## src/rtl/kmc_div.sv

```systemverilog
// Restoring divider, one quotient bit per cycle, quotient known to fit QUO_W bits.
module kmc_div #(
    parameter int DIVIDEND_W = 27,
    parameter int DIVISOR_W  = 11,
    parameter int QUO_W      = 16
) (
    input  logic                  aclk,
    input  logic                  aresetn,
    input  logic                  start,
    input  logic [DIVIDEND_W-1:0] dividend,
    input  logic [DIVISOR_W-1:0]  divisor,
    output logic [QUO_W-1:0]      quotient,
    output logic                  done
);

    localparam int STEP_W = $clog2(QUO_W + 1);

    logic [DIVISOR_W-1:0] rem_reg;
    logic [DIVISOR_W-1:0] dvs_reg;
    logic [QUO_W-1:0]     lo_reg;
    logic [STEP_W-1:0]    step_reg;
    logic                 busy_reg;
    logic                 done_reg;
    logic [DIVISOR_W:0]   trial;
    logic                 fits;

    assign trial    = {rem_reg, lo_reg[QUO_W-1]};
    assign fits     = trial >= {1'b0, dvs_reg};
    assign quotient = lo_reg;
    assign done     = done_reg;

    always_ff @(posedge aclk) begin
        if (!aresetn) begin
            busy_reg <= 1'b0;
            done_reg <= 1'b0;
            step_reg <= '0;
        end else begin
            done_reg <= 1'b0;
            if (start) begin
                busy_reg <= 1'b1;
                step_reg <= '0;
                rem_reg  <= DIVISOR_W'(dividend[DIVIDEND_W-1:QUO_W]);
                lo_reg   <= dividend[QUO_W-1:0];
                dvs_reg  <= divisor;
            end else if (busy_reg) begin
                rem_reg  <= fits ? DIVISOR_W'(trial - {1'b0, dvs_reg})
                                 : trial[DIVISOR_W-1:0];
                lo_reg   <= {lo_reg[QUO_W-2:0], fits};
                step_reg <= step_reg + 1'b1;
                if (step_reg == STEP_W'(QUO_W - 1)) begin
                    busy_reg <= 1'b0;
                    done_reg <= 1'b1;
                end
            end
        end
    end

endmodule

```

## config.mk

```make
export PLATFORM = sky130hd
export DESIGN_NAME = kmc_div
export DESIGN_NICKNAME = d
export VERILOG_FILES = /design/src/rtl/kmc_div.sv
export SDC_FILE = /design/constraint.sdc
export NUM_CORES = 1
export LEC_CHECK = 0
export BUFFER_PORTS_ARGS = -buffer_cell sky130_fd_sc_hd__buf_2
export CAP_MARGIN = 10
export CORE_ASPECT_RATIO = 1.25
export CORE_UTILIZATION = 49
export DETAILED_ROUTE_END_ITERATION = 8
export PLACE_DENSITY = 0.75
export SLEW_MARGIN = 20
export SYNTH_ARGS = -nofsm -noshare
export SYNTH_HDL_FRONTEND = slang
export SYNTH_SLANG_ARGS = --single-unit
```

## constraint.sdc

```tcl
create_clock -name aclk -period 2.05 [get_ports aclk]
set_input_delay 0.41 -clock aclk [delete_from_list [all_inputs] [get_ports aclk]]
set_output_delay 0.41 -clock aclk [all_outputs]
set_load 0.02 [all_outputs]
```

Yosys cells after proc, flatten, opt, wreduce, memory -nomap -nowiden
Index checks and enable logic that the tools add are counted.
Widths: inputs -> output; s select.
Storage, ports and cells
  register bits: 45
  logic and storage cells: 26
  output and inout port bits: 17
  input port bits: 41
Operators by class
  reductions and logical operators: 5
  muxes and demuxes: 9
  bitwise gates (word level): 2
  equality and inequality tests: 1
  order comparisons: 1
  add/subtract/negate cells: 2
Operators by type and width (number)
  $mux 11: 3
  $mux 16: 2
  $ge 12x11->1: 1
  $sub 11x11->11: 1
  $add 5x1->5 const B: 1
  $eq 5x4->1 const B: 1
  $mux 1: 4
  $reduce_and 2->1: 2
  $reduce_or 3->1: 1
  $not 1->1: 2
  $reduce_bool 2->1: 1
  $reduce_or 2->1: 1

Logic depth before layout (Yosys ltp)
Gate-level depths: netlist (run 1).
  word-level depth: 4
  gate-level depth with buffers: 10
  depth with buffers taken out: 9

Worst setup path before layout (run 1)
OpenSTA, ideal clock, no wires.
  kind: register to register
  start point: register lo_reg[15], in the netlist quotient[15]
  end point: register rem_reg[10] (data pin)
  library setup time: 0.264 ns
  data required time: 1.786 ns
  period minus slack after synthesis: 2.448 ns
  data arrival time: 2.184 ns
  cell stages (with the launch flop): 11
  slack: -0.398 ns
  buffers on the path: 1
  cells stage by stage: edfxtp_1 inv_1 ha_1 fa_1 nand2b_1 o2bb2ai_2 a21oi_4 o2111ai_2 buf_6 a41oi_1 o31ai_1
On the way
  cells in the longest elaborated chain, start to end: 4
  elaborated cells between the ends (all ways): 5
  classes of those cells: add/sub (1); order compare (1); mux (3)
RTL lines
  start, declared: line 20  | logic [QUO_W-1:0] lo_reg;
  start signal, assigned: line 43  | lo_reg <= dividend[QUO_W-1:0];
  start signal, assigned: line 48  | lo_reg <= {lo_reg[QUO_W-2:0], fits};
  $sub 11x11->11 or $ge 12x11->1 (tied branches): line 46, 28
  $mux 11 *: line 46  | rem_reg <= fits ? DIVISOR_W'(trial - {1'b0, dvs_reg})
  $mux 11 *: line 45  | end else if (busy_reg) begin
  $mux 11 *: line 39  | if (start) begin
  end signal, assigned: line 42  | rem_reg <= DIVISOR_W'(dividend[DIVIDEND_W-1:QUO_W]);
  end signal, assigned: line 46
  end, declared: line 18  | logic [DIVISOR_W-1:0] rem_reg;
Every way passes the cells marked *; elsewhere a longest branch is shown, timed or not. The select of a mux whose other input is x is not followed.
A chain may end at the register's enable or synchronous reset.

Worst setup path after layout (run 1)
  start point: register dvs_reg[0]
  end point: register rem_reg[0] (data pin)
On the way
  cells in the longest elaborated chain, start to end: 4
  elaborated cells between the ends (all ways): 5
  classes of those cells: add/sub (1); order compare (1); mux (3)
RTL lines
  start, declared: line 19  | logic [DIVISOR_W-1:0] dvs_reg;
  start signal, assigned: line 44  | dvs_reg <= divisor;
  $sub 11x11->11 or $ge 12x11->1 (tied branches): line 46, 28
  $mux 11 *: line 46
  $mux 11 *: line 45
  $mux 11 *: line 39
Marks and branches as above.

==> flow_summary.json, run 1 <==
{
  "run_status": "finished with violations",
  "violations_in_the_final_reports": "setup timing",
  "place_area_mm2": 0.003100,
  "track_usage": 0.2248,
  "arrival_ns": 2.27,
  "type_of_origin_of_the_critical_path": "register",
  "leakage_nw": 1.341,
  "ff2ff_path_depth": 8,
  "tritoncts": "yes",
  "post-route-drc-count": 0,
  "largest_register_ff_count": 16,
  "final-setup-viol-count": 12,
  "antennaDiodeCount": 0,
  "antenna_violations_before_repair": 0,
  "detail_route.vias_per_cell": 5.465,
  "worstReg2RegEnd": "rem_reg[0]",
  "htree_levels": 2,
  "gpl.final_weighted_congestion": 0.8771,
  "worstPathRequired_ns": 2.10,
  "whs_endpoint": "dvs_reg[3]",
  "tightest_slew_ns": 0.5154,
  "number_of_drc_violations_after_detailed_routing_iteration_0": 106,
  "timing.max_slew.rel_slack": 0.6543,
  "grt_start_max_net_pins": 18,
  "pre_repair_dr_iteration_count": 4,
  "synth_largest_type_area_fraction": 0.4540,
  "maxCapViolations": 0,
  "clkSlewWorstSetupHoldPaths_ns": 0.08,
  "maxSlewViolCount": 0,
  "power.density_cell_area_mw_per_mm2": 729.9,
  "final_layout_size_suffix_gt1_frac": 0.4646,
  "hold_ws_ns": 0.2818,
  "worstSetupPathType": "register to register",
  "areaGrowthSynthToFinish_pct": 29.17,
  "cts_buffers": 5,
  "sequential_to_total_area_share_from_yosys_stat": 0.5097,
  "synth_warnings": 0,
  "final_cell_mix": "57 x sky130_fd_sc_hd__buf_2, 38 x sky130_fd_sc_hd__edfxtp_1, 27 x sky130_fd_sc_hd__buf_4, 19 x sky130_fd_sc_hd__nor2_1, 15 x sky130_fd_sc_hd__mux2_2",
  "rsz0062_at_grt": "true",
  "multi_input_comb_area_mm2": 0.001226,
  "fillCellCount": 382,
  "layout_worst_path_cycle_share": 1.086,
  "root_buffer": "sky130_fd_sc_hd__clkbuf_8",
  "peakVddDrop_mv": 0.5633,
  "worstHoldPathCells": 1,
  "wl_per_cell_um": 15.48,
  "grt_overflow_total": 0,
  "chipWidth_um": 66.06,
  "synthesis.area_mm2": 0.002514,
  "synth.top_cells.by_area": "sky130_fd_sc_hd__edfxtp_1 45%, sky130_fd_sc_hd__mux2_2 6.7%, sky130_fd_sc_hd__ha_1 6.5%",
  "worst-path-max-fanout": 7,
  "clock_tree.buffer_depth": 2,
  "hold_wc_path_type": "input port to register",
  "most_common_cell_after_layout_fill_and_taps_aside": "sky130_fd_sc_hd__buf_2",
  "core_area_mm2": 0.004835,
  "worst_r2r_startpoint": "dvs_reg[0]",
  "synth_largest_area_cell": "sky130_fd_sc_hd__edfxtp_1",
  "fin_tns_setup_ns": -1.393,
  "cts.sinks": 45,
  "grt_pass1_vias": 2007,
  "syn_nets": 264,
  "placement.io_buffers": 57,
  "global_route_wire_length_before_repair_mm": 9.087,
  "place.detailed.hpwl_mm": 4.201,
  "wl_mm": 5.525,
  "timing.clock.skew_ns": 0.008117,
  "synth.lib_cells_used.distinct": 54,
  "finalWorstPathRequiredPeriod_ns": 2.225,
  "syn-instance-count": 209,
  "vias": 1951,
  "synth_area_per_cell_um2": 12.03,
  "fin_nets": 351,
  "num_io_pins": 58,
  "row_count": 28,
  "die_area_mm2": 0.005422,
  "worst-r2r-setup-slack_ns": -0.18,
  "layout.area.seq_mm2": 0.001281,
  "hp-start": "divisor[3]",
  "crit_path_end_kind": "register",
  "worst_slack_ns": -0.1755,
  "fmaxAchievable_mhz": 449.3,
  "finalInstanceArea_mm2": 0.003247,
  "final_hold_viol_count": 0,
  "insertion_delay_ns": 0.29,
  "start_util": 0.5199,
  "fp.dieH_um": 82.08,
  "ant_nets": 0,
  "yosys_register_bits": 45
}
[Yosys cell counts (all sizes together)]
master / number
edfxtp: 38
nor2: 20
mux2: 15
ha: 13
inv: 13
o21ai: 10
nand2: 9
a21oi: 8
dfxtp: 7
a31oi: 5
xnor2: 5
xor2: 5
and2: 4
clkbuf: 4
nand2b: 4
nand3: 4
nand4: 4
a211oi: 3
a41oi: 3
buf: 3
o21a: 3
o31a: 3
o31ai: 3
nor2b: 2
nor3: 2
o2111ai: 2
o311ai: 2
a2111oi: 1
a211o: 1
a21boi: 1
a21o: 1
a2bb2oi: 1
and2b: 1
and3: 1
clkinv: 1
fa: 1
mux2i: 1
nor3b: 1
nor4b: 1
o2111a: 1
o2bb2ai: 1
or2b: 1
[repair_timing]
action	CTS	global route
pin swaps	6	5
buffers inserted	2	1
endpoints found under the setup margin	12	12
hold buffers	0	0
gates resized for setup	4	4
[how the worst max path moves through the flow]
stage                     slack (ns)    startpoint          to  depth (start not counted)
after global routing           -0.26  quotient[15]  rem_reg[8]                          9
after floorplan                -0.27  quotient[15]  rem_reg[1]                          9
after CTS                      -0.20    dvs_reg[0]  rem_reg[0]                          8
after global placement         -0.16    dvs_reg[0]  rem_reg[0]                          8
after detailed placement       -0.23    dvs_reg[0]  rem_reg[1]                          8
final                          -0.18    dvs_reg[0]  rem_reg[0]                          8
[power by group]
part / switching, mW / internal [mW]
combinational: 0.363 / 0.327
clock: 0.293 / 0.275
sequential: 0.0372 / 1.07
total: 0.693 / 1.68
[metrics by stage]
step / worst slack [ns] / power, mW / utilization / instances
floorplan: -0.2686 / 1.571 / - / 209
global placement: -0.1573 / 1.778 / 0.6413 / 346
detailed placement: -0.2282 / 1.793 / 0.6413 / 346
CTS: -0.1993 / 2.371 / 0.6667 / 356
global route: -0.2617 / 2.479 / 0.6716 / 357
finish: -0.1755 / 2.370 / 0.6716 / 357
[final cells by class]
cell class              instances  area share
clock buffers                   8     0.02775
inverters                      14     0.01618
multi-input cells             143      0.3777
flip-flops and latches         45      0.3946
well taps                      60     0.02312
repair buffers                 87      0.1607
[critical path: stages (launching register included)]
cell                        delay [ns]
sky130_fd_sc_hd__edfxtp_1         0.42
sky130_fd_sc_hd__ha_4             0.18
sky130_fd_sc_hd__fa_2             0.34
sky130_fd_sc_hd__nand2b_4         0.16
sky130_fd_sc_hd__o2bb2ai_4        0.15
sky130_fd_sc_hd__a21oi_4          0.16
sky130_fd_sc_hd__o2111a_4         0.28
sky130_fd_sc_hd__nor3_1           0.07
sky130_fd_sc_hd__o31a_1           0.23
[cell families (layout without fill, tap and decap cells)]
kind of cell             count (synthesis)  in the layout  synth area share
AO/OA/AOI/OAI                           49             49            0.1613
XOR/XNOR                                10             10           0.03484
adder cells (fa/ha/maj)                 14             14           0.07267
buffers and inverters                   21            109           0.04032
flip-flops                              45             45            0.5097
multiplexers                            16             16           0.07118
AND/OR/NAND/NOR                         54             54            0.1100
[metal layers]
layer | part of all wire | vias to the layer above | GRT usage
met2 | 0.52 | 60 | 0.4031
met3 | 0.046 | 11 | 0.04167
li1 | - | 954 | -
met5 | 0 | - | 0
met1 | 0.42 | 926 | 0.2705
met4 | 0.022 | 0 | 0.07021
(Power assumes the default switching activity.)
==> run 2: changes to the inputs <==
- CORE_UTILIZATION: 49 -> 40
- PLACE_DENSITY: 0.75 -> 0.63
==> run 2 against run 1 <==
The run still ends with setup timing left. Wire length rose by 0.36%. Maximum frequency rose by 0.73%. Setup slack improved by 0.016 ns. Critical path depth did not move. Sequential power barely moved. Flip-flop and latch count did not move. Clock power rose by 19%. First-iteration DRC count rose by 2.8%. Critical endpoint unchanged. Highest routed layer unchanged.
==> flow_summary.json, run 2 (synthesis gave the netlist of run 1 again) <==
{
  "areaGrowthSynthToFinish_pct": 31.41,
  "grt_overflow_total": 0,
  "worstPathRequired_ns": 2.11,
  "clock_tree.buffer_depth": 2,
  "rsz0062_at_grt": "true",
  "final_layout_size_suffix_gt1_frac": 0.4667,
  "start_util": 0.4236,
  "insertion_delay_ns": 0.31,
  "intPower_mw": 1.770,
  "track_usage": 0.1808,
  "timing.max_slew.rel_slack": 0.6597,
  "maxSlewViolCount": 0,
  "chipWidth_um": 72.91,
  "root_buffer": "sky130_fd_sc_hd__clkbuf_8",
  "fillCellCount": 524,
  "tritoncts": "yes",
  "hold_ws_ns": 0.2719,
  "wl_mm": 5.545,
  "most_common_cell_after_layout_fill_and_taps_aside": "sky130_fd_sc_hd__buf_2",
  "peakVddDrop_mv": 0.4334,
  "fp.dieH_um": 90.63,
  "worstSetupPathType": "register to register",
  "vias": 1941,
  "finalWorstPathRequiredPeriod_ns": 2.209,
  "post-route-drc-count": 0,
  "die_area_mm2": 0.006607,
  "combinationalPowerShare": 0.281,
  "clkSlewWorstSetupHoldPaths_ns": 0.09,
  "sw_frac_of_total": 0.2872,
  "power.density_cell_area_mw_per_mm2": 751.7,
  "final_cell_mix": "57 x sky130_fd_sc_hd__buf_2, 38 x sky130_fd_sc_hd__edfxtp_1, 31 x sky130_fd_sc_hd__buf_4, 19 x sky130_fd_sc_hd__nor2_1, 15 x sky130_fd_sc_hd__mux2_2",
  "pre_cts_slack_ns": -0.2103,
  "worst-path-max-fanout": 8,
  "largest_register_ff_count": 16,
  "htree_levels": 2,
  "global_route_wire_length_before_repair_mm": 9.087,
  "antennaDiodeCount": 0,
  "share_clk_of_total_power": 0.272,
  "cts_buffers": 5,
  "placement.io_buffers": 57,
  "layout_worst_path_cycle_share": 1.078,
  "row_count": 31,
  "run_status": "finished with violations",
  "wl_per_cell_um": 14.52,
  "tightest_slew_ns": 0.5074,
  "violations_in_the_final_reports": "setup timing",
  "core_area_mm2": 0.005934,
  "hold_wc_path_type": "input port to register",
  "arrival_ns": 2.27,
  "gpl.final_weighted_congestion": 0.8568,
  "maxCapViolations": 0,
  "number_of_drc_violations_after_detailed_routing_iteration_0": 109,
  "pre_repair_dr_iteration_count": 4,
  "post-route-util": 0.5566,
  "antenna_violations_before_repair": 0,
  "worst_slack_ns": -0.1593,
  "fin_nets": 354,
  "grt_pass1_vias": 1945,
  "leakage_nw": 1.360,
  "count_of_hold_buffers_inserted_by_post_cts_repair": 0,
  "fmaxAchievable_mhz": 452.6,
  "crit_path_end_kind": "register",
  "fin_tns_setup_ns": -1.176,
  "p_seq_frac": 0.447,
  "detail_route.vias_per_cell": 5.081,
  "num_io_pins": 58,
  "cts.sinks": 45,
  "timing.clock.skew_ns": 0.009411,
  "ant_nets": 0,
  "final_hold_viol_count": 0,
  "place.detailed.hpwl_mm": 4.187,
  "type_of_origin_of_the_critical_path": "register",
  "grt_start_max_net_pins": 20,
  "final-setup-viol-count": 12,
  "power.net_switching_mw": 0.7132
}
[run 2: changes by cell type in the layout (fill, tap and decap cells not counted), sizes merged]
cell      delta
bufinv       +1
clkinvlp     +1
clkinv       +1
clkbuf       -3
buf          +3
[run 2: repair_timing]
| action | in CTS | in global routing |
|---|---|---|
| buffers inserted | 0 | 0 |
| pin swaps | 11 | 2 |
| resized for setup | 4 | 1 |
| endpoints found under the setup margin | 12 | 12 |
[run 2: worst max-delay path: stages (launching register included)]
cell and delay (ns):
sky130_fd_sc_hd__edfxtp_1 0.42, sky130_fd_sc_hd__ha_4 0.19, sky130_fd_sc_hd__fa_2 0.34, sky130_fd_sc_hd__nand2b_4 0.16
sky130_fd_sc_hd__o2bb2ai_4 0.14, sky130_fd_sc_hd__a21oi_4 0.14, sky130_fd_sc_hd__o2111a_4 0.28, sky130_fd_sc_hd__nor3_1 0.06
sky130_fd_sc_hd__o31a_1 0.24
[run 2: stage by stage]
stage | power, mW | cells | area (µm²)
floorplan | 1.571 | 209 | 2586
global placement | 1.810 | 374 | 3173
detailed placement | 1.816 | 374 | 3173
CTS | 2.495 | 382 | 3299
global route | 2.594 | 382 | 3303
finish | 2.483 | 382 | 3303
[run 2: final cells by class]
type                    instances  area (µm²)  share of cell area
flip-flops and latches         45        1281              0.3879
multi-input cells             143        1216              0.3682
repair buffers                 90       540.5              0.1636
well taps                      82       102.6             0.03106
clock buffers                   5       68.82             0.02083
inverters                      14       52.55             0.01591
clock inverters                 3       41.29             0.01250
[run 2: path summary, 6_finish.rpt]
kind	from	to	slack [ns]	cells after the start
setup / recovery	dvs_reg[0]	rem_reg[0]	-0.16	8
hold / removal	divisor[2]	dvs_reg[2]	0.27	1
setup reg to reg	dvs_reg[0]	rem_reg[0]	-0.16	8
hold reg to reg	step_reg[4]	step_reg[4]	0.49	2
[run 2: power groups by stage]
stage | clock [mW] | sequential [mW] | combinational [mW]
floorplan | 0 | 1.15 | 0.423
global placement | 0 | 1.13 | 0.680
detailed placement | 0 | 1.13 | 0.686
CTS | 0.688 | 1.11 | 0.697
global route | 0.716 | 1.12 | 0.760
finish | 0.675 | 1.11 | 0.698
[run 2: layer usage]
layer	wire, µm	part of all wire	track usage	vias up
li1	-	-	-	961
met5	0	0	0	-
met2	2833	0.51	0.3006	51
met1	2318	0.42	0.2233	921
met4	83	0.015	0.06536	0
met3	310	0.056	0.04576	8
